<file path="src/rtl/core/sbb_pkg.sv">
// ----------------------------------------------------------------------------
// sbb_pkg
// Shared types, constants and channel arithmetic for the 3x3 separable box
// blur: item structs, register map, output queue sizing, truncated means.
// ----------------------------------------------------------------------------
package sbb_pkg;

  // frame size limits and register reset values
  localparam int MAX_WIDTH    = 2048;
  localparam int MAX_HEIGHT   = 4096;
  localparam int CFG_WIDTH_W  = 12;
  localparam int CFG_HEIGHT_W = 13;
  localparam int RESET_WIDTH  = 640;
  localparam int RESET_HEIGHT = 480;

  // apb port
  localparam int PADDR_W = 3;
  localparam int PDATA_W = 32;

  // pixel format
  localparam int CHAN_W = 8;
  localparam int NCHAN  = 3;
  localparam int PIX_W  = CHAN_W * NCHAN;

  // floor(s / 3) for s < 2048 as (s * 683) >> 11
  localparam int DIV3_MUL   = 683;
  localparam int DIV3_SHIFT = 11;

  // output queue
  localparam int OFIFO_DEPTH = 4;
  localparam int OFIFO_PW    = $clog2(OFIFO_DEPTH);
  localparam int OFIFO_CW    = $clog2(OFIFO_DEPTH + 1);

  typedef logic [PIX_W-1:0] pix_t;

  // register index, taken from paddr[2]
  typedef enum logic {
    REG_IMAGE_WIDTH  = 1'b0,
    REG_IMAGE_HEIGHT = 1'b1
  } reg_idx_t;

  typedef enum logic {
    MODE_PIXEL = 1'b0,
    MODE_DRAIN = 1'b1
  } mode_t;

  typedef struct packed {
    mode_t             mode;
    logic [CHAN_W-1:0] red_in;
    logic [CHAN_W-1:0] green_in;
    logic [CHAN_W-1:0] blue_in;
  } in_item_t;

  typedef struct packed {
    logic [CHAN_W-1:0] red_out;
    logic [CHAN_W-1:0] green_out;
    logic [CHAN_W-1:0] blue_out;
    logic              frame_end;
  } out_item_t;

  // results handed from the vertical lanes to the merge stage
  typedef struct packed {
    logic a_vld;
    logic b_vld;
    logic frame_end;
  } push_t;

  // truncated mean of two channel values
  function automatic logic [CHAN_W-1:0] mean2(input logic [CHAN_W-1:0] a,
                                              input logic [CHAN_W-1:0] b);
    logic [CHAN_W:0] s;
    begin
      s = {1'b0, a} + {1'b0, b};
      return s[CHAN_W:1];
    end
  endfunction

  // truncated mean of three channel values, reciprocal multiply
  function automatic logic [CHAN_W-1:0] mean3(input logic [CHAN_W-1:0] a,
                                              input logic [CHAN_W-1:0] b,
                                              input logic [CHAN_W-1:0] c);
    logic [CHAN_W+1:0]     s;
    logic [2*CHAN_W+3:0]   prod;
    begin
      s    = (CHAN_W+2)'(a) + (CHAN_W+2)'(b) + (CHAN_W+2)'(c);
      prod = (2*CHAN_W+4)'(s) * (2*CHAN_W+4)'(DIV3_MUL);
      return prod[DIV3_SHIFT +: CHAN_W];
    end
  endfunction

endpackage

</file>
<file path="src/rtl/core/sbb_hlane.sv">
// ----------------------------------------------------------------------------
// sbb_hlane
// Horizontal pass for one color channel: mean over the row neighbors for the
// column behind the incoming pixel, and the two-value mean at the row end.
// ----------------------------------------------------------------------------
module sbb_hlane (
  input  logic [sbb_pkg::CHAN_W-1:0] prev2,
  input  logic [sbb_pkg::CHAN_W-1:0] prev1,
  input  logic [sbb_pkg::CHAN_W-1:0] cur,
  input  logic                       near_start,
  output logic [sbb_pkg::CHAN_W-1:0] h_mid,
  output logic [sbb_pkg::CHAN_W-1:0] h_end
);

  // first column has only its right neighbor
  always_comb begin
    h_end = sbb_pkg::mean2(prev1, cur);
    if (near_start) begin
      h_mid = h_end;
    end else begin
      h_mid = sbb_pkg::mean3(prev2, prev1, cur);
    end
  end

endmodule

</file>
<file path="config.mk">
export PLATFORM = sky130hd
export DESIGN_NAME = sbb_hlane
export DESIGN_NICKNAME = d
export VERILOG_FILES = /design/src/rtl/core/sbb_pkg.sv /design/src/rtl/core/sbb_hlane.sv
export SDC_FILE = /design/constraint.sdc
export NUM_CORES = 1
export LEC_CHECK = 0
export BUFFER_PORTS_ARGS = -buffer_cell sky130_fd_sc_hd__buf_2
export CORE_MARGIN = 2
export CORE_UTILIZATION = 35
export DETAILED_ROUTE_END_ITERATION = 10
export GPL_ROUTABILITY_DRIVEN = 0
export GPL_TIMING_DRIVEN = 0
export PLACE_DENSITY = 0.6
export SLEW_MARGIN = 20
export SYNTH_ARGS = -nofsm -noshare
export SYNTH_HDL_FRONTEND = slang
export SYNTH_SLANG_ARGS = --single-unit
</file>
<file path="constraint.sdc">
create_clock -name vclk -period 19.7
set_clock_uncertainty 0.05 [all_clocks]
set_input_delay 0.985 -clock vclk [all_inputs]
set_output_delay 0.985 -clock vclk [all_outputs]
set_load 0.02 [all_outputs]
</file>
==> results.json <==
{
  "outcome": "finished, final reports clean",
  "syn-cell-area_mm2": 0.00257,
  "synthAdderAreaFrac_pct": 58.8,
  "report.final.hold_viol_count": 0,
  "timing.final.crit_period_ns": 8.49,
  "grt_max_degree": 11,
  "hp-class": "input port to primary output",
  "syn_inst": 285,
  "wl_met1_um": 2360,
  "vias_per_cell": 4.59,
  "finalSetupViolations": 0,
  "critPathLaunchType": "input port",
  "ys_types": 35,
  "nFillCells": 725,
  "synthXorXnorAreaFrac_pct": 8.24,
  "portBuffers": 41,
  "grt_usage_pct": 12.6,
  "drive_above_1_share_pct": 16.3,
  "postPlaceCellArea_mm2": 0.00290,
  "cp.required_ns": 18.67,
  "synthTopCellsByArea": "ha_1, fa_1, inv_1, xnor2_1, a21oi_1",
  "synth-simple-area-share_pct": 7.94,
  "cts.repair.resized": 0,
  "rsz0062_at_grt": "no",
  "tightest_slew_ns": 0.644,
  "design_area_mm2": 0.00290,
  "slowest_stage": "fa_1",
  "grt_pass1_vias": 1865,
  "start_util_pct": 35.8,
  "yosys.area.top_type_share_pct": 34.6,
  "die_area_mm2": 0.00804,
  "grt_overflow": 0,
  "nets": 455,
  "synth_fp_nets": 412,
  "rows": 31,
  "routed_wl_um": 4850,
  "core-area_mm2": 0.00718,
  "die_w_um": 89.7,
  "crit_type": "input port to primary output",
  "register_area_um2": 0,
  "cts_setup_buffers": 0,
  "diodes": 0,
  "dr_wl_met2_um": 2330,
  "syn_to_final_growth_pct": 12.8,
  "hpwl_um": 4610,
  "path_max_fanout": 4,
  "route.detailed.drc": 0,
  "critPathBufInv": 10,
  "drv_cap": 0,
  "synth.top_cells.by_count": "ha_1, inv_1, fa_1",
  "max_freq_mhz": 118,
  "crit_path_max_incr_delay_ns": 0.53,
  "synth.largest_area_cell": "ha_1",
  "setup_tns_ns": 0,
  "yosysMostFrequentCell": "ha_1",
  "critPathTopFamily": "adder cells",
  "fin_crit_sh_pct": 43.1,
  "wl_per_cell_um": 11.4,
  "antenna_found_initial": 0,
  "vias": 1951,
  "yosysSeqAreaShare_pct": 0,
  "cp_common_cell": "inv_1",
  "syn_area_per_cell_um2": 9.01,
  "end_kind": "primary output",
  "wl_met3_um": 163,
  "muxShareOfSynthArea_pct": 1.66,
  "grt_pass1_wl_um": 8130,
  "clock_buffer_count": 0,
  "dieHeight_um": 89.7,
  "holdBufCountCts": 0,
  "seq_cell_count": 0,
  "synth_compound_area_share_pct": 13.9,
  "synth_top_family_by_area": "adder cells",
  "slew_headroom_pct": 57.0,
  "highest_layer": "met3",
  "drv_slew": 0,
  "pin_count": 41,
  "ant_nets": 0,
  "ys_warn_count": 0,
  "drtPass1Iterations": 4,
  "initialDrtViolationCount": 37,
  "critPathArrivalTime_ns": 7.46
}
-- worst paths after layout --
path,slack [ns],depth (start not counted),end,start
setup / recovery,11.21,31,h_mid[5],prev1[1]
hold / removal,2.31,3,h_mid[7],near_start
-- through the flow --
| stage | utilization, % | cells | hold slack [ns] | setup WS, ns |
|---|---|---|---|---|
| floorplan | - | 285 | 2.12 | 11.91 |
| global placement | 40.4 | 425 | 2.32 | 11.20 |
| detailed placement | 40.4 | 425 | 2.31 | 11.20 |
| CTS | 40.4 | 425 | 2.32 | 11.15 |
| global route | 40.4 | 425 | 2.36 | 10.75 |
| finish | 40.4 | 425 | 2.31 | 11.21 |
-- layout by cell type, fill, tap and decap left out, types with 3 or more instances in the layout --
cell type,instances
xnor2_1,13
ha_1,71
o21ai_0,6
a21oi_1,14
xor2_1,8
nand2_1,12
o21a_1,4
nor2b_1,4
inv_1,63
or2_1,3
fa_1,31
o21ai_1,10
nand2b_1,5
nor2_1,8
buf_2,41
a21o_1,8
-- cell families after synthesis --
family	count (synthesis)
mux	4
xor+xnor	22
compound gates	53
simple gates	39
buf+inv	65
fa+ha+maj	102
-- final cells by class --
class | count | area [um^2] | share of cell area [%]
inverters | 64 | 240 | 8.29
repair buffers | 41 | 205 | 7.08
multi-input cells | 220 | 2320 | 80.2
plain buffers | 1 | 3.75 | 0.130
well taps | 99 | 124 | 4.28
-- layer usage --
metal | up-vias | track usage, %
li1 | 1021 | -
met1 | 896 | 18.6
met2 | 34 | 21.9
met3 | 0 | 0.548
met4 | 0 | 0
met5 | - | 0
Power is left out: the tool's default activity adds up to more than one toggle a clock period on the data nets, which glitch-free logic cannot reach.
