### config.mk
export PLATFORM = sky130hd
export DESIGN_NAME = sbb_merge
export DESIGN_NICKNAME = d
export VERILOG_FILES = /design/src/rtl/core/sbb_pkg.sv /design/src/rtl/core/sbb_merge.sv
export SDC_FILE = /design/constraint.sdc
export NUM_CORES = 1
export LEC_CHECK = 0
export BUFFER_PORTS_ARGS = -buffer_cell sky130_fd_sc_hd__buf_2
export CAP_MARGIN = 20
export CELL_PAD_IN_SITES_DETAIL_PLACEMENT = 0
export CELL_PAD_IN_SITES_GLOBAL_PLACEMENT = 1
export CORE_UTILIZATION = 49
export DETAILED_ROUTE_END_ITERATION = 7
export GPL_ROUTABILITY_DRIVEN = 0
export PLACE_DENSITY_LB_ADDON = 0.12
export SLEW_MARGIN = 20
export SYNTH_ARGS = -nofsm -noshare
export SYNTH_HDL_FRONTEND = slang
export SYNTH_SLANG_ARGS = --single-unit
### constraint.sdc
create_clock -name clk -period 5.85 [get_ports clk]
set_clock_uncertainty 0.2 [all_clocks]
set_input_delay 0.585 -clock clk [delete_from_list [all_inputs] [get_ports clk]]
set_output_delay 0.585 -clock clk [all_outputs]
set_load 0.005 [all_outputs]
### src/rtl/core/sbb_pkg.sv
// ----------------------------------------------------------------------------
// sbb_pkg
// Shared types, constants and channel arithmetic for the 3x3 separable box
// blur: item structs, register map, output queue sizing, truncated means.
// ----------------------------------------------------------------------------
package sbb_pkg;

  // frame size limits and register reset values
  localparam int MAX_WIDTH    = 2048;
  localparam int MAX_HEIGHT   = 4096;
  localparam int CFG_WIDTH_W  = 12;
  localparam int CFG_HEIGHT_W = 13;
  localparam int RESET_WIDTH  = 640;
  localparam int RESET_HEIGHT = 480;

  // apb port
  localparam int PADDR_W = 3;
  localparam int PDATA_W = 32;

  // pixel format
  localparam int CHAN_W = 8;
  localparam int NCHAN  = 3;
  localparam int PIX_W  = CHAN_W * NCHAN;

  // floor(s / 3) for s < 2048 as (s * 683) >> 11
  localparam int DIV3_MUL   = 683;
  localparam int DIV3_SHIFT = 11;

  // output queue
  localparam int OFIFO_DEPTH = 4;
  localparam int OFIFO_PW    = $clog2(OFIFO_DEPTH);
  localparam int OFIFO_CW    = $clog2(OFIFO_DEPTH + 1);

  typedef logic [PIX_W-1:0] pix_t;

  // register index, taken from paddr[2]
  typedef enum logic {
    REG_IMAGE_WIDTH  = 1'b0,
    REG_IMAGE_HEIGHT = 1'b1
  } reg_idx_t;

  typedef enum logic {
    MODE_PIXEL = 1'b0,
    MODE_DRAIN = 1'b1
  } mode_t;

  typedef struct packed {
    mode_t             mode;
    logic [CHAN_W-1:0] red_in;
    logic [CHAN_W-1:0] green_in;
    logic [CHAN_W-1:0] blue_in;
  } in_item_t;

  typedef struct packed {
    logic [CHAN_W-1:0] red_out;
    logic [CHAN_W-1:0] green_out;
    logic [CHAN_W-1:0] blue_out;
    logic              frame_end;
  } out_item_t;

  // results handed from the vertical lanes to the merge stage
  typedef struct packed {
    logic a_vld;
    logic b_vld;
    logic frame_end;
  } push_t;

  // truncated mean of two channel values
  function automatic logic [CHAN_W-1:0] mean2(input logic [CHAN_W-1:0] a,
                                              input logic [CHAN_W-1:0] b);
    logic [CHAN_W:0] s;
    begin
      s = {1'b0, a} + {1'b0, b};
      return s[CHAN_W:1];
    end
  endfunction

  // truncated mean of three channel values, reciprocal multiply
  function automatic logic [CHAN_W-1:0] mean3(input logic [CHAN_W-1:0] a,
                                              input logic [CHAN_W-1:0] b,
                                              input logic [CHAN_W-1:0] c);
    logic [CHAN_W+1:0]     s;
    logic [2*CHAN_W+3:0]   prod;
    begin
      s    = (CHAN_W+2)'(a) + (CHAN_W+2)'(b) + (CHAN_W+2)'(c);
      prod = (2*CHAN_W+4)'(s) * (2*CHAN_W+4)'(DIV3_MUL);
      return prod[DIV3_SHIFT +: CHAN_W];
    end
  endfunction

endpackage

### src/rtl/core/sbb_merge.sv
// ----------------------------------------------------------------------------
// sbb_merge
// Merges the channel lanes of up to two result slots into result items and
// queues them for the output channel, slot a ahead of slot b.
// ----------------------------------------------------------------------------
module sbb_merge (
  input  logic                          clk,
  input  logic                          rst_n,
  input  sbb_pkg::push_t                push,
  input  sbb_pkg::pix_t                 res_a,
  input  sbb_pkg::pix_t                 res_b,
  output logic                          out_valid,
  input  logic                          out_stall,
  output sbb_pkg::out_item_t            out_data,
  output logic [sbb_pkg::OFIFO_CW-1:0]  count
);

  localparam int PW = sbb_pkg::OFIFO_PW;
  localparam int CW = sbb_pkg::OFIFO_CW;
  localparam int CH = sbb_pkg::CHAN_W;

  sbb_pkg::out_item_t q_r [sbb_pkg::OFIFO_DEPTH];
  logic [PW-1:0] wr_ptr_r, wr_ptr_nxt, rd_ptr_r, rd_ptr_nxt, wr_ptr_b;
  logic [CW-1:0] cnt_r, cnt_nxt, n_push;
  logic          pop;
  sbb_pkg::out_item_t item_a, item_b;

  // assemble items from the channel lanes
  always_comb begin
    item_a.red_out   = res_a[2*CH +: CH];
    item_a.green_out = res_a[CH +: CH];
    item_a.blue_out  = res_a[0 +: CH];
    item_a.frame_end = push.frame_end;
    item_b.red_out   = res_b[2*CH +: CH];
    item_b.green_out = res_b[CH +: CH];
    item_b.blue_out  = res_b[0 +: CH];
    item_b.frame_end = 1'b0;
  end

  // pointer and fill bookkeeping
  always_comb begin
    pop        = (cnt_r != '0) && !out_stall;
    n_push     = CW'(push.a_vld) + CW'(push.b_vld);
    wr_ptr_b   = wr_ptr_r + PW'(push.a_vld);
    wr_ptr_nxt = wr_ptr_r + PW'(n_push);
    rd_ptr_nxt = rd_ptr_r + PW'(pop);
    cnt_nxt    = cnt_r + n_push - CW'(pop);
  end

  always_ff @(posedge clk) begin
    if (!rst_n) begin
      wr_ptr_r <= '0;
      rd_ptr_r <= '0;
      cnt_r    <= '0;
    end else begin
      wr_ptr_r <= wr_ptr_nxt;
      rd_ptr_r <= rd_ptr_nxt;
      cnt_r    <= cnt_nxt;
    end
  end

  // queue storage
  always_ff @(posedge clk) begin
    if (push.a_vld) begin
      q_r[wr_ptr_r] <= item_a;
    end
    if (push.b_vld) begin
      q_r[wr_ptr_b] <= item_b;
    end
  end

  assign out_valid = (cnt_r != '0);
  assign out_data  = q_r[rd_ptr_r];
  assign count     = cnt_r;

endmodule

==> results.ini <==
[run_status]
outcome=complete, no violations

[cts]
cts_tree=yes
clockBufferDepth=2
clkSinkCount=107
cts_resized=0
clock_latency_ns=0.35
root_buffer=clkbuf_16
cts_max_level=3
clk_pin_slew_worst_paths_ns=0.06
cts_setup_buffers=0
cts_buffers=9
postCtsHoldBufs=0

[setup_path]
crit_path_start_kind=flop
reg2reg_depth=4
r2r-end=q_r[1][23]
r2r-start=wr_ptr_r[0]
crit_arrival_ns=2.87
cp_max_fo=26
worstPathCellList=ha_1 -> xor2_2 -> nor2_4 -> or2_2
r2r_slack_ns=2.75
critPathCaptureType=flop
crit_type=reg2reg
cp_slowest_cell=nor2_4
required_ns=5.63
slowest_delay_ns=0.87

[global_route]
antenna_found_initial=0
grt_overflow_total=0
grt_pass1_vias=3560
grt_max_degree=27
grt_pass1_wl_mm=19.1
grtUsageTotal=0.220
grt-busiest-layer=met2
grt_use_met2=0.375
gr-usage-met3=0.0344
grtUsageMet1=0.294

[route]
drt_wl_total_mm=12.2
ant_nets=0
first_pass_iters=4
wl_per_cell_um=19.0
vias=3410
vias_per_cell=5.31
drc=0
drt_iter0_drc=129

[timing]
finalWorstSetupSlack_ns=2.75
fin_setup_tns_ns=0
fmax_mhz=323
slew_headroom=0.265
slew_violations=0
setup_viol=0
period_share=0.529
grt_setup_unrepaired=false
worst_slew_pin_slew_ns=1.10
min_period_ns=3.10
hold_viol=0

[pwr]
leakage_nw=2.71
pwr_density_cell_nw_per_um2=362
peakVddDrop_v=0.000184

[logic_synthesis]
yosysSeqAreaShare=0.548
ys_seq_elements=107
ys_types=28
async_flop_share=0
synth_ff_type=edfxtp_1
syn_avg_cell_area_um2=13.3
syn_inst=426
synth_nets=488
synth_area_um2=5660
synth_edf_count=96
yosysWarnings=0

[min_path]
hp-start=q_r[1][0]
min_to=q_r[1][0]
hold_path.class=reg2reg
holdPathStages=2

[cells_and_area]
register_area_um2=3100
num-fill-cells=929
fin_nets=559
syn2layout_area_growth_pct=13.3
n_antenna_cell=0
multi_input_area_um2=2300
design_area_um2=6410
drive_gt1_frac=0.273

[placement]
dpl_cell_area_um2=6130
io_buffers=82
dp_slack_ns=2.17
dp_hpwl_mm=7.59

[job]
max-cap-violations=0

[floorplanning]
die_x_um=109
die_h_um=109
rows=38
core_area_um2=11000
start_util=0.513
ioPinCount=83
die_area_um2=12000

## final cells by class
type / count / share of cell area
Tap cell: 140 / 0.0273
Clock inverter: 2 / 0.00137
Sequential cell: 107 / 0.484
Clock buffer: 14 / 0.0427
Inverter: 30 / 0.0176
Multi-Input combinational cell: 263 / 0.358
Timing Repair Buffer: 86 / 0.0687
## stage by stage
stage / hold slack, ns / utilization / instances / total power (W)
2_1_floorplan: 0.255 / - / 426 / 0.00154
3_3_place_gp: 0.274 / 0.555 / 626 / 0.00176
3_5_place_dp: 0.293 / 0.555 / 626 / 0.00178
4_1_cts: 0.312 / 0.581 / 642 / 0.00235
5_1_grt: 0.324 / 0.581 / 642 / 0.00245
6_report: 0.308 / 0.581 / 642 / 0.00232
## synth_stat cells, types with 3 or more instances
library cell,number,area share
buf_4,5,0.0066
nand2_1,98,0.065
mux2i_1,100,0.18
mux4_2,25,0.099
dfxtp_1,11,0.039
ha_1,7,0.015
buf_2,10,0.0088
inv_1,30,0.020
xnor2_1,3,0.0046
clkbuf_1,7,0.0046
edfxtp_1,96,0.51
buf_6,4,0.0080
and2_1,6,0.0066
nor2b_1,3,0.0033
## kinds of logic after synthesis
group                    Yosys count  synth area share
AND/OR/NAND/NOR                  120            0.0922
multiplexers                     125             0.276
AO/OA/AOI/OAI                      3           0.00309
buffers and inverters             56            0.0480
flip-flops                       107             0.548
adder cells (fa/ha/maj)            8            0.0190
XOR/XNOR                           7            0.0135
## flip-flops by register name, indices dropped and copies added, names as in the netlist
name	cells
q_r	100
count	3
rd_ptr_r	2
wr_ptr_r	2
## per-layer routing
| metal | up-vias | part of all wire |
|---|---|---|
| li1 | 1664 | - |
| met1 | 1661 | 0.46 |
| met2 | 78 | 0.50 |
| met3 | 7 | 0.041 |
| met4 | 0 | 0.0081 |
| met5 | - | 0 |
## how the worst max path moves through the flow
stage / startpoint / end / slack (ns) / depth (start not counted)
floorplan: push[2] / q_r[0][10] / 3.18 / 5
global placement: push[2] / q_r[0][12] / 2.33 / 5
detailed placement: push[2] / q_r[0][12] / 2.17 / 5
CTS: wr_ptr_r[0] / q_r[0][6] / 2.46 / 4
global route: wr_ptr_r[0] / q_r[3][23] / 2.60 / 4
finish: wr_ptr_r[0] / q_r[1][23] / 2.75 / 4
## power breakdown
part / total, W / internal [W] / leakage, nW / switching, W
Sequential: 0.00109 / 0.000997 / 1.04 / 0.0000938
Combinational: 0.000650 / 0.000340 / 1.52 / 0.000310
Clock: 0.000581 / 0.000322 / 0.140 / 0.000259
## critical path, delay by kind of cell (launching register included)
family                   cells  cell delay, ns
adder cells (fa/ha/maj)      1            0.31
XOR/XNOR                     1            0.16
flip-flops                   1            0.45
AND/OR/NAND/NOR              2            1.58
## cell usage in the layout, fill, tap and decap left out, types with 2 or more instances in the layout
cell and n:
mux2i_1 100, nand2_1 97, edfxtp_1 96, buf_2 82, inv_1 30, mux4_2 25
dfxtp_1 10, clkbuf_16 9, ha_1 7, and2_1 6, buf_4 4, nor2b_1 3
nand2_2 3, xnor2_1 3, clkbuf_8 3, nor2_4 2, or2_2 2, nor2_1 2
a21oi_1 2, xor2_1 2, clkbuf_1 2
Note: power is estimated with default switching activity, not from simulation.
