[config.mk]
export PLATFORM = sky130hd
export DESIGN_NAME = sbb_vlane
export DESIGN_NICKNAME = d
export VERILOG_FILES = /design/src/rtl/core/sbb_pkg.sv /design/src/rtl/core/sbb_vlane.sv
export SDC_FILE = /design/constraint.sdc
export NUM_CORES = 1
export LEC_CHECK = 0
export BUFFER_PORTS_ARGS = -buffer_cell sky130_fd_sc_hd__buf_2
export CORE_MARGIN = 2
export CORE_UTILIZATION = 50
export DETAILED_ROUTE_END_ITERATION = 8
export PLACE_DENSITY = 0.7
export SLEW_MARGIN = 20
export SYNTH_ARGS = -nofsm -noshare
export SYNTH_HDL_FRONTEND = slang
export SYNTH_SLANG_ARGS = --single-unit
[constraint.sdc]
create_clock -name vclk -period 8.4
set_input_delay 0.84 -clock vclk [all_inputs]
set_output_delay 0.84 -clock vclk [all_outputs]
set_load 0.01 [all_outputs]
[src/rtl/core/sbb_pkg.sv]
// ----------------------------------------------------------------------------
// sbb_pkg
// Shared types, constants and channel arithmetic for the 3x3 separable box
// blur: item structs, register map, output queue sizing, truncated means.
// ----------------------------------------------------------------------------
package sbb_pkg;

  // frame size limits and register reset values
  localparam int MAX_WIDTH    = 2048;
  localparam int MAX_HEIGHT   = 4096;
  localparam int CFG_WIDTH_W  = 12;
  localparam int CFG_HEIGHT_W = 13;
  localparam int RESET_WIDTH  = 640;
  localparam int RESET_HEIGHT = 480;

  // apb port
  localparam int PADDR_W = 3;
  localparam int PDATA_W = 32;

  // pixel format
  localparam int CHAN_W = 8;
  localparam int NCHAN  = 3;
  localparam int PIX_W  = CHAN_W * NCHAN;

  // floor(s / 3) for s < 2048 as (s * 683) >> 11
  localparam int DIV3_MUL   = 683;
  localparam int DIV3_SHIFT = 11;

  // output queue
  localparam int OFIFO_DEPTH = 4;
  localparam int OFIFO_PW    = $clog2(OFIFO_DEPTH);
  localparam int OFIFO_CW    = $clog2(OFIFO_DEPTH + 1);

  typedef logic [PIX_W-1:0] pix_t;

  // register index, taken from paddr[2]
  typedef enum logic {
    REG_IMAGE_WIDTH  = 1'b0,
    REG_IMAGE_HEIGHT = 1'b1
  } reg_idx_t;

  typedef enum logic {
    MODE_PIXEL = 1'b0,
    MODE_DRAIN = 1'b1
  } mode_t;

  typedef struct packed {
    mode_t             mode;
    logic [CHAN_W-1:0] red_in;
    logic [CHAN_W-1:0] green_in;
    logic [CHAN_W-1:0] blue_in;
  } in_item_t;

  typedef struct packed {
    logic [CHAN_W-1:0] red_out;
    logic [CHAN_W-1:0] green_out;
    logic [CHAN_W-1:0] blue_out;
    logic              frame_end;
  } out_item_t;

  // results handed from the vertical lanes to the merge stage
  typedef struct packed {
    logic a_vld;
    logic b_vld;
    logic frame_end;
  } push_t;

  // truncated mean of two channel values
  function automatic logic [CHAN_W-1:0] mean2(input logic [CHAN_W-1:0] a,
                                              input logic [CHAN_W-1:0] b);
    logic [CHAN_W:0] s;
    begin
      s = {1'b0, a} + {1'b0, b};
      return s[CHAN_W:1];
    end
  endfunction

  // truncated mean of three channel values, reciprocal multiply
  function automatic logic [CHAN_W-1:0] mean3(input logic [CHAN_W-1:0] a,
                                              input logic [CHAN_W-1:0] b,
                                              input logic [CHAN_W-1:0] c);
    logic [CHAN_W+1:0]     s;
    logic [2*CHAN_W+3:0]   prod;
    begin
      s    = (CHAN_W+2)'(a) + (CHAN_W+2)'(b) + (CHAN_W+2)'(c);
      prod = (2*CHAN_W+4)'(s) * (2*CHAN_W+4)'(DIV3_MUL);
      return prod[DIV3_SHIFT +: CHAN_W];
    end
  endfunction

endpackage

[src/rtl/core/sbb_vlane.sv]
// ----------------------------------------------------------------------------
// sbb_vlane
// Vertical pass for one color channel of one result slot: three-row mean
// inside the frame, two-row mean on the first and last rows.
// ----------------------------------------------------------------------------
module sbb_vlane (
  input  logic [sbb_pkg::CHAN_W-1:0] x0,
  input  logic [sbb_pkg::CHAN_W-1:0] x1,
  input  logic [sbb_pkg::CHAN_W-1:0] x2,
  input  logic                       sel3,
  output logic [sbb_pkg::CHAN_W-1:0] y
);

  // pick the mean that matches the row position
  always_comb begin
    if (sel3) begin
      y = sbb_pkg::mean3(x0, x1, x2);
    end else begin
      y = sbb_pkg::mean2(x0, x1);
    end
  end

endmodule

==> impl_metrics.tcl, run 1 <==
set metrics [dict create \
    outcome "finished, final reports clean" \
    grt_usage_pct 19.13 \
    drc 0 \
    ioPinCount 33 \
    register_area_um2 0 \
    diodes 0 \
    cts_setup_buffers 0 \
    synth.cell_area_um2 2641 \
    tightestPinTransition_ps 554.8 \
    dr.pass1.iters 4 \
    hold_viol 0 \
    synth.yosys.seq_area_share_pct 0 \
    grt_pass1_wl_mm 9.453 \
    rsz0062_at_grt "no" \
    dp_hpwl_mm 4.951 \
    grt_pass1_vias 2118 \
    routed_wirelength_mm 5.286 \
    min_path_cells 3 \
    area_growth_pct 9.332 \
    ant_nets 0 \
    grt_max_degree 17 \
    maxSlewHeadroom_pct 62.83 \
    finalCritPeriodShare_pct 94.06 \
    gr-total-overflow 0 \
    hp-start "sel3" \
    viasPerCell 5.187 \
    fmax_ghz 0.1266 \
    seq_cells 0 \
    yosysWarnings 0 \
    startpoint_type "input port" \
    dp_cells 401 \
    start_util_pct 51.71 \
    die_height_um 76.68 \
    fin_nets 460 \
    arrival_ps 7060 \
    vias 2080 \
    path_class "input port to primary output" \
    worstPathRequired_ps 7560 \
    die_w_um 76.68 \
    end_kind "primary output" \
    max_cap_violations 0 \
    fin_worst_hold_slack_ps 2153 \
    max_stage_delay_ps 530 \
    cp_common_cell "inv_1" \
    layout_common_cells "72 x ha_1, 55 x inv_1, 33 x buf_2" \
    setup_viol 0 \
    die-area_um2 5880 \
    min_to "y[2]" \
    tns_ps 0 \
    synth.distinct_cells 42 \
    synthCells 300 \
    drt_iter0_drc 46 \
    synth_fp_nets 427 \
    slew_violations 0 \
    syn_area_per_cell_um2 8.804 \
    core_region_area_um2 5107 \
    cp_max_fo 5 \
    fp-row-count 26 \
    hold_class "input port to primary output" \
    slowest_stage "fa_1" \
    gp_congestion 0.8016 \
    final_cells 401 \
    post_drt_wl_per_cell_um 13.18 \
    io_buffer_count 33 \
    final_common_cell "ha_1" \
    nClkBuffers 0 \
    grt_antenna_before_repair 0 \
    min_period_ps 7901 \
    drive_gt1_share_pct 13.90 \
]
[kinds of logic after synthesis]
logic type / Yosys count / share of synthesized area [%]
compound gates: 64 / 15.92
simple gates: 50 / 9.521
xor+xnor: 22 / 7.580
buf+inv: 58 / 8.527
mux: 4 / 1.611
fa+ha+maj: 102 / 56.85
[layout make-up]
| cell class | count | area (um^2) |
|---|---|---|
| timing repair buffer | 34 | 172.7 |
| tap | 70 | 87.58 |
| multi-input combinational | 242 | 2421 |
| fill | 498 | 2220 |
| inverter | 55 | 206.4 |
[how the worst max path moves through the flow]
stage               start    to  slack, ps  cells past startpoint
finish              x0[1]  y[3]        500                     29
global route        x0[1]  y[3]         80                     29
CTS                 x0[1]  y[3]        360                     29
detailed placement  x0[1]  y[3]        350                     29
global placement    x0[1]  y[4]        510                     29
floorplan           x0[1]  y[5]        990                     28
[critical path, delay by kind of cell]
kind	cells	cell delay (ps)
AO/OA/AOI/OAI	5	1100
XOR/XNOR	1	240
adder cells (fa/ha/maj)	9	3360
buffers and inverters	10	740
AND/OR/NAND/NOR	4	740
[metrics by stage]
stage / worst slack, ps / utilization, % / cell area, um^2
floorplan: 987.4 / - / 2641
global placement: 511.5 / 56.44 / 2883
detailed placement: 346.2 / 56.44 / 2883
CTS: 362.2 / 56.44 / 2883
global route: 84.48 / 56.54 / 2888
finish: 498.8 / 56.54 / 2888
[metal layers]
layer  track usage [%]  part of all wire [%]
met1             27.70                    50
met2             33.42                    47
met3            0.5882                   3.0
met4            0.9091                  0.36
met5                 0                     0
[synthesized netlist by cell type, drive strengths merged]
library cell / count / area (um^2)
nand3b: 1 / 7.510
nor3: 3 / 15.01
xnor2: 14 / 130.1
a31oi: 1 / 6.260
o211ai: 1 / 7.510
nand4: 4 / 25.02
o31ai: 1 / 7.510
a21oi: 21 / 112.6
nor2b: 5 / 33.78
and3: 2 / 15.01
nand2: 10 / 37.54
inv: 55 / 206.5
xor2: 8 / 70.07
nand2b: 1 / 6.260
o21a: 2 / 15.01
a221oi: 1 / 15.01
o21bai: 4 / 30.03
a21boi: 4 / 30.02
buf: 2 / 15.01
nand3: 1 / 5.000
o21ai: 14 / 70.06
a31o: 3 / 26.28
mux2: 2 / 22.52
a22oi: 1 / 7.510
clkbuf: 1 / 3.750
ha: 72 / 900.9
and2: 2 / 12.51
a21o: 8 / 60.06
fa: 30 / 600.6
or2b: 1 / 11.26
a211oi: 1 / 7.510
nor2: 17 / 63.81
or3: 3 / 18.77
mux2i: 2 / 20.02
a41oi: 1 / 16.27
a211o: 1 / 8.760
[repair_timing]
action / 4_1_cts / 5_1_grt
gates resized for setup: 0 / 1
hold buffers: 0 / 0
endpoints found under the setup margin: 0 / 4
Power of run 1 is not shown: default switching activity piles up to over one toggle a cycle in this logic, so the estimate is an artifact.
==> inputs of run 2 (changes only) <==
--- a/config.mk
+++ b/config.mk
@@ -5,6 +5,7 @@
 export SDC_FILE = /design/constraint.sdc
 export NUM_CORES = 1
 export LEC_CHECK = 0
+export ABC_AREA = 1
 export BUFFER_PORTS_ARGS = -buffer_cell sky130_fd_sc_hd__buf_2
 export CORE_MARGIN = 2
 export CORE_UTILIZATION = 50
==> run 2 against run 1 <==
Compared with the run above: non-clock buffer count fell by 1; first-iteration DRC count rose by 24%; wire length rose by 21%; critical path type unchanged; count of clock-buffer cells in the layout did not move; sequential cell count did not move.
==> impl_metrics.tcl, run 2 <==
set metrics [dict create \
    rsz0062_at_grt "no" \
    slowest_stage "fa_1" \
    synth.yosys.seq_area_share_pct 0 \
    die-area_um2 6473 \
    setup_viol 0 \
    yosysTopAreaCellShare_pct 30.82 \
    grt_busiest_layer "met2" \
    synth.most_common_cell "inv_1" \
    end_kind "primary output" \
    vias 2599 \
    cp_max_fo 4 \
    synth.cell_area_um2 2923 \
    nClkBuffers 0 \
    path_class "input port to primary output" \
    diodes 0 \
    die_height_um 80.46 \
    arrival_ps 6630 \
    endpoint "y[7]" \
    syn_area_per_cell_um2 7.129 \
    hold_class "input port to primary output" \
    maxSlewHeadroom_pct 67.95 \
    max_stage_delay_ps 530 \
    io_buffer_count 33 \
    core_region_area_um2 5574 \
    yosysWarnings 0 \
    met3_usage_pct 0.4494 \
    register_area_um2 0 \
    routed_wirelength_mm 6.383 \
    finalCritPeriodShare_pct 88.93 \
    slew_violations 0 \
    tns_ps 0 \
    dp_cells 513 \
    grt_usage_pct 21.09 \
    grt_antenna_before_repair 0 \
    outcome "finished, final reports clean" \
    dr.pass1.iters 4 \
    cts_setup_buffers 0 \
    fill_cells 560 \
    met2_usage_pct 37.25 \
    max_cap_violations 0 \
    drt_iter0_drc 57 \
    synth_fp_nets 537 \
    grt_pass1_wl_mm 11.02 \
    cp_common_cell "inv_1" \
    fin_nets 570 \
    layout_common_cells "91 x inv_1, 86 x nand2_1, 72 x ha_1" \
    fp-row-count 27 \
    layout_setup_ws_ps 929.9 \
    synth_largest_area_cell "ha_1" \
    startpoint_type "input port" \
    die_w_um 80.46 \
    dp_hpwl_mm 5.946 \
    final_cells 513 \
    drc 0 \
    min_period_ps 7470 \
    area_growth_pct 8.219 \
    post_drt_wl_per_cell_um 12.44 \
    placed_area_um2 3163 \
    viasPerCell 5.066 \
    synthCells 410 \
    worstPathRequired_ps 7560 \
    seq_cells 0 \
    fmax_ghz 0.1339 \
    final_common_cell "inv_1" \
    start_util_pct 52.44 \
    ant_nets 0 \
    fin_area_um2 3163 \
    hold_buffers 0 \
    grt_max_degree 10 \
    drive_gt1_share_pct 12.24 \
    use_met1_pct 29.27 \
    hold_viol 0 \
    cts_resized 0 \
    ioPinCount 33 \
    place_ws_ps 931.7 \
    synth_area_leaders "ha_1 31%, fa_1 21%, inv_1 12%, nand2_1 11%, a21oi_1 4.6%" \
    gp_congestion 0.8699 \
    grt_pass1_vias 2552 \
    tightestPinTransition_ps 477.3 \
    synthTopCellsByCount "91 x inv_1, 86 x nand2_1, 72 x ha_1, 30 x fa_1, 27 x a21oi_1" \
    startpoint "x0[1]" \
    gr-total-overflow 0 \
    synth.distinct_cells 32 \
]
-- run 2: cell type report --
class	instances	area [um^2]	share of cell area (%)
Inverter	96	362.8	11.47
Multi-Input combinational cell	312	2545	80.46
Tap cell	72	90.09	2.848
Timing Repair Buffer	33	165.2	5.222
-- run 2: critical path: cells and delay by family --
| family | cells | cell delay [ps] |
|---|---|---|
| xor+xnor | 1 | 370 |
| simple gates | 11 | 1040 |
| buf+inv | 10 | 670 |
| compound gates | 2 | 160 |
| fa+ha+maj | 9 | 3520 |
-- run 2: how the worst min path moves through the flow --
stage	start	to	slack, ps	cells past startpoint
2_1_floorplan	x1[1]	y[0]	1990	3
3_3_place_gp	sel3	y[2]	2100	4
3_5_place_dp	sel3	y[2]	2110	4
4_1_cts	sel3	y[2]	2110	4
5_1_grt	sel3	y[2]	2150	4
6_report	sel3	y[2]	2110	4
-- run 2: kinds of logic (layout without fill, tap and decap cells) --
group           Yosys count  in the layout  synth area share, %
simple gates            149            149                22.90
fa+ha+maj               102            102                51.37
buf+inv                  98            129                12.93
compound gates           52             52                9.846
xor+xnor                  9              9                2.954
-- run 2: through the flow --
step	hold WS, ps	utilization, %
after floorplan	1985	-
after global placement	2103	56.75
after detailed placement	2108	56.75
after CTS	2111	56.75
after global routing	2146	56.75
final	2106	56.75
-- run 2: per-layer routing --
layer | vias up | share of wire [%]
met5 | - | 0
met1 | 1185 | 50
li1 | 1369 | -
met2 | 37 | 47
met3 | 8 | 1.8
met4 | 0 | 1.6
Power of run 2 is left out for the same reason.
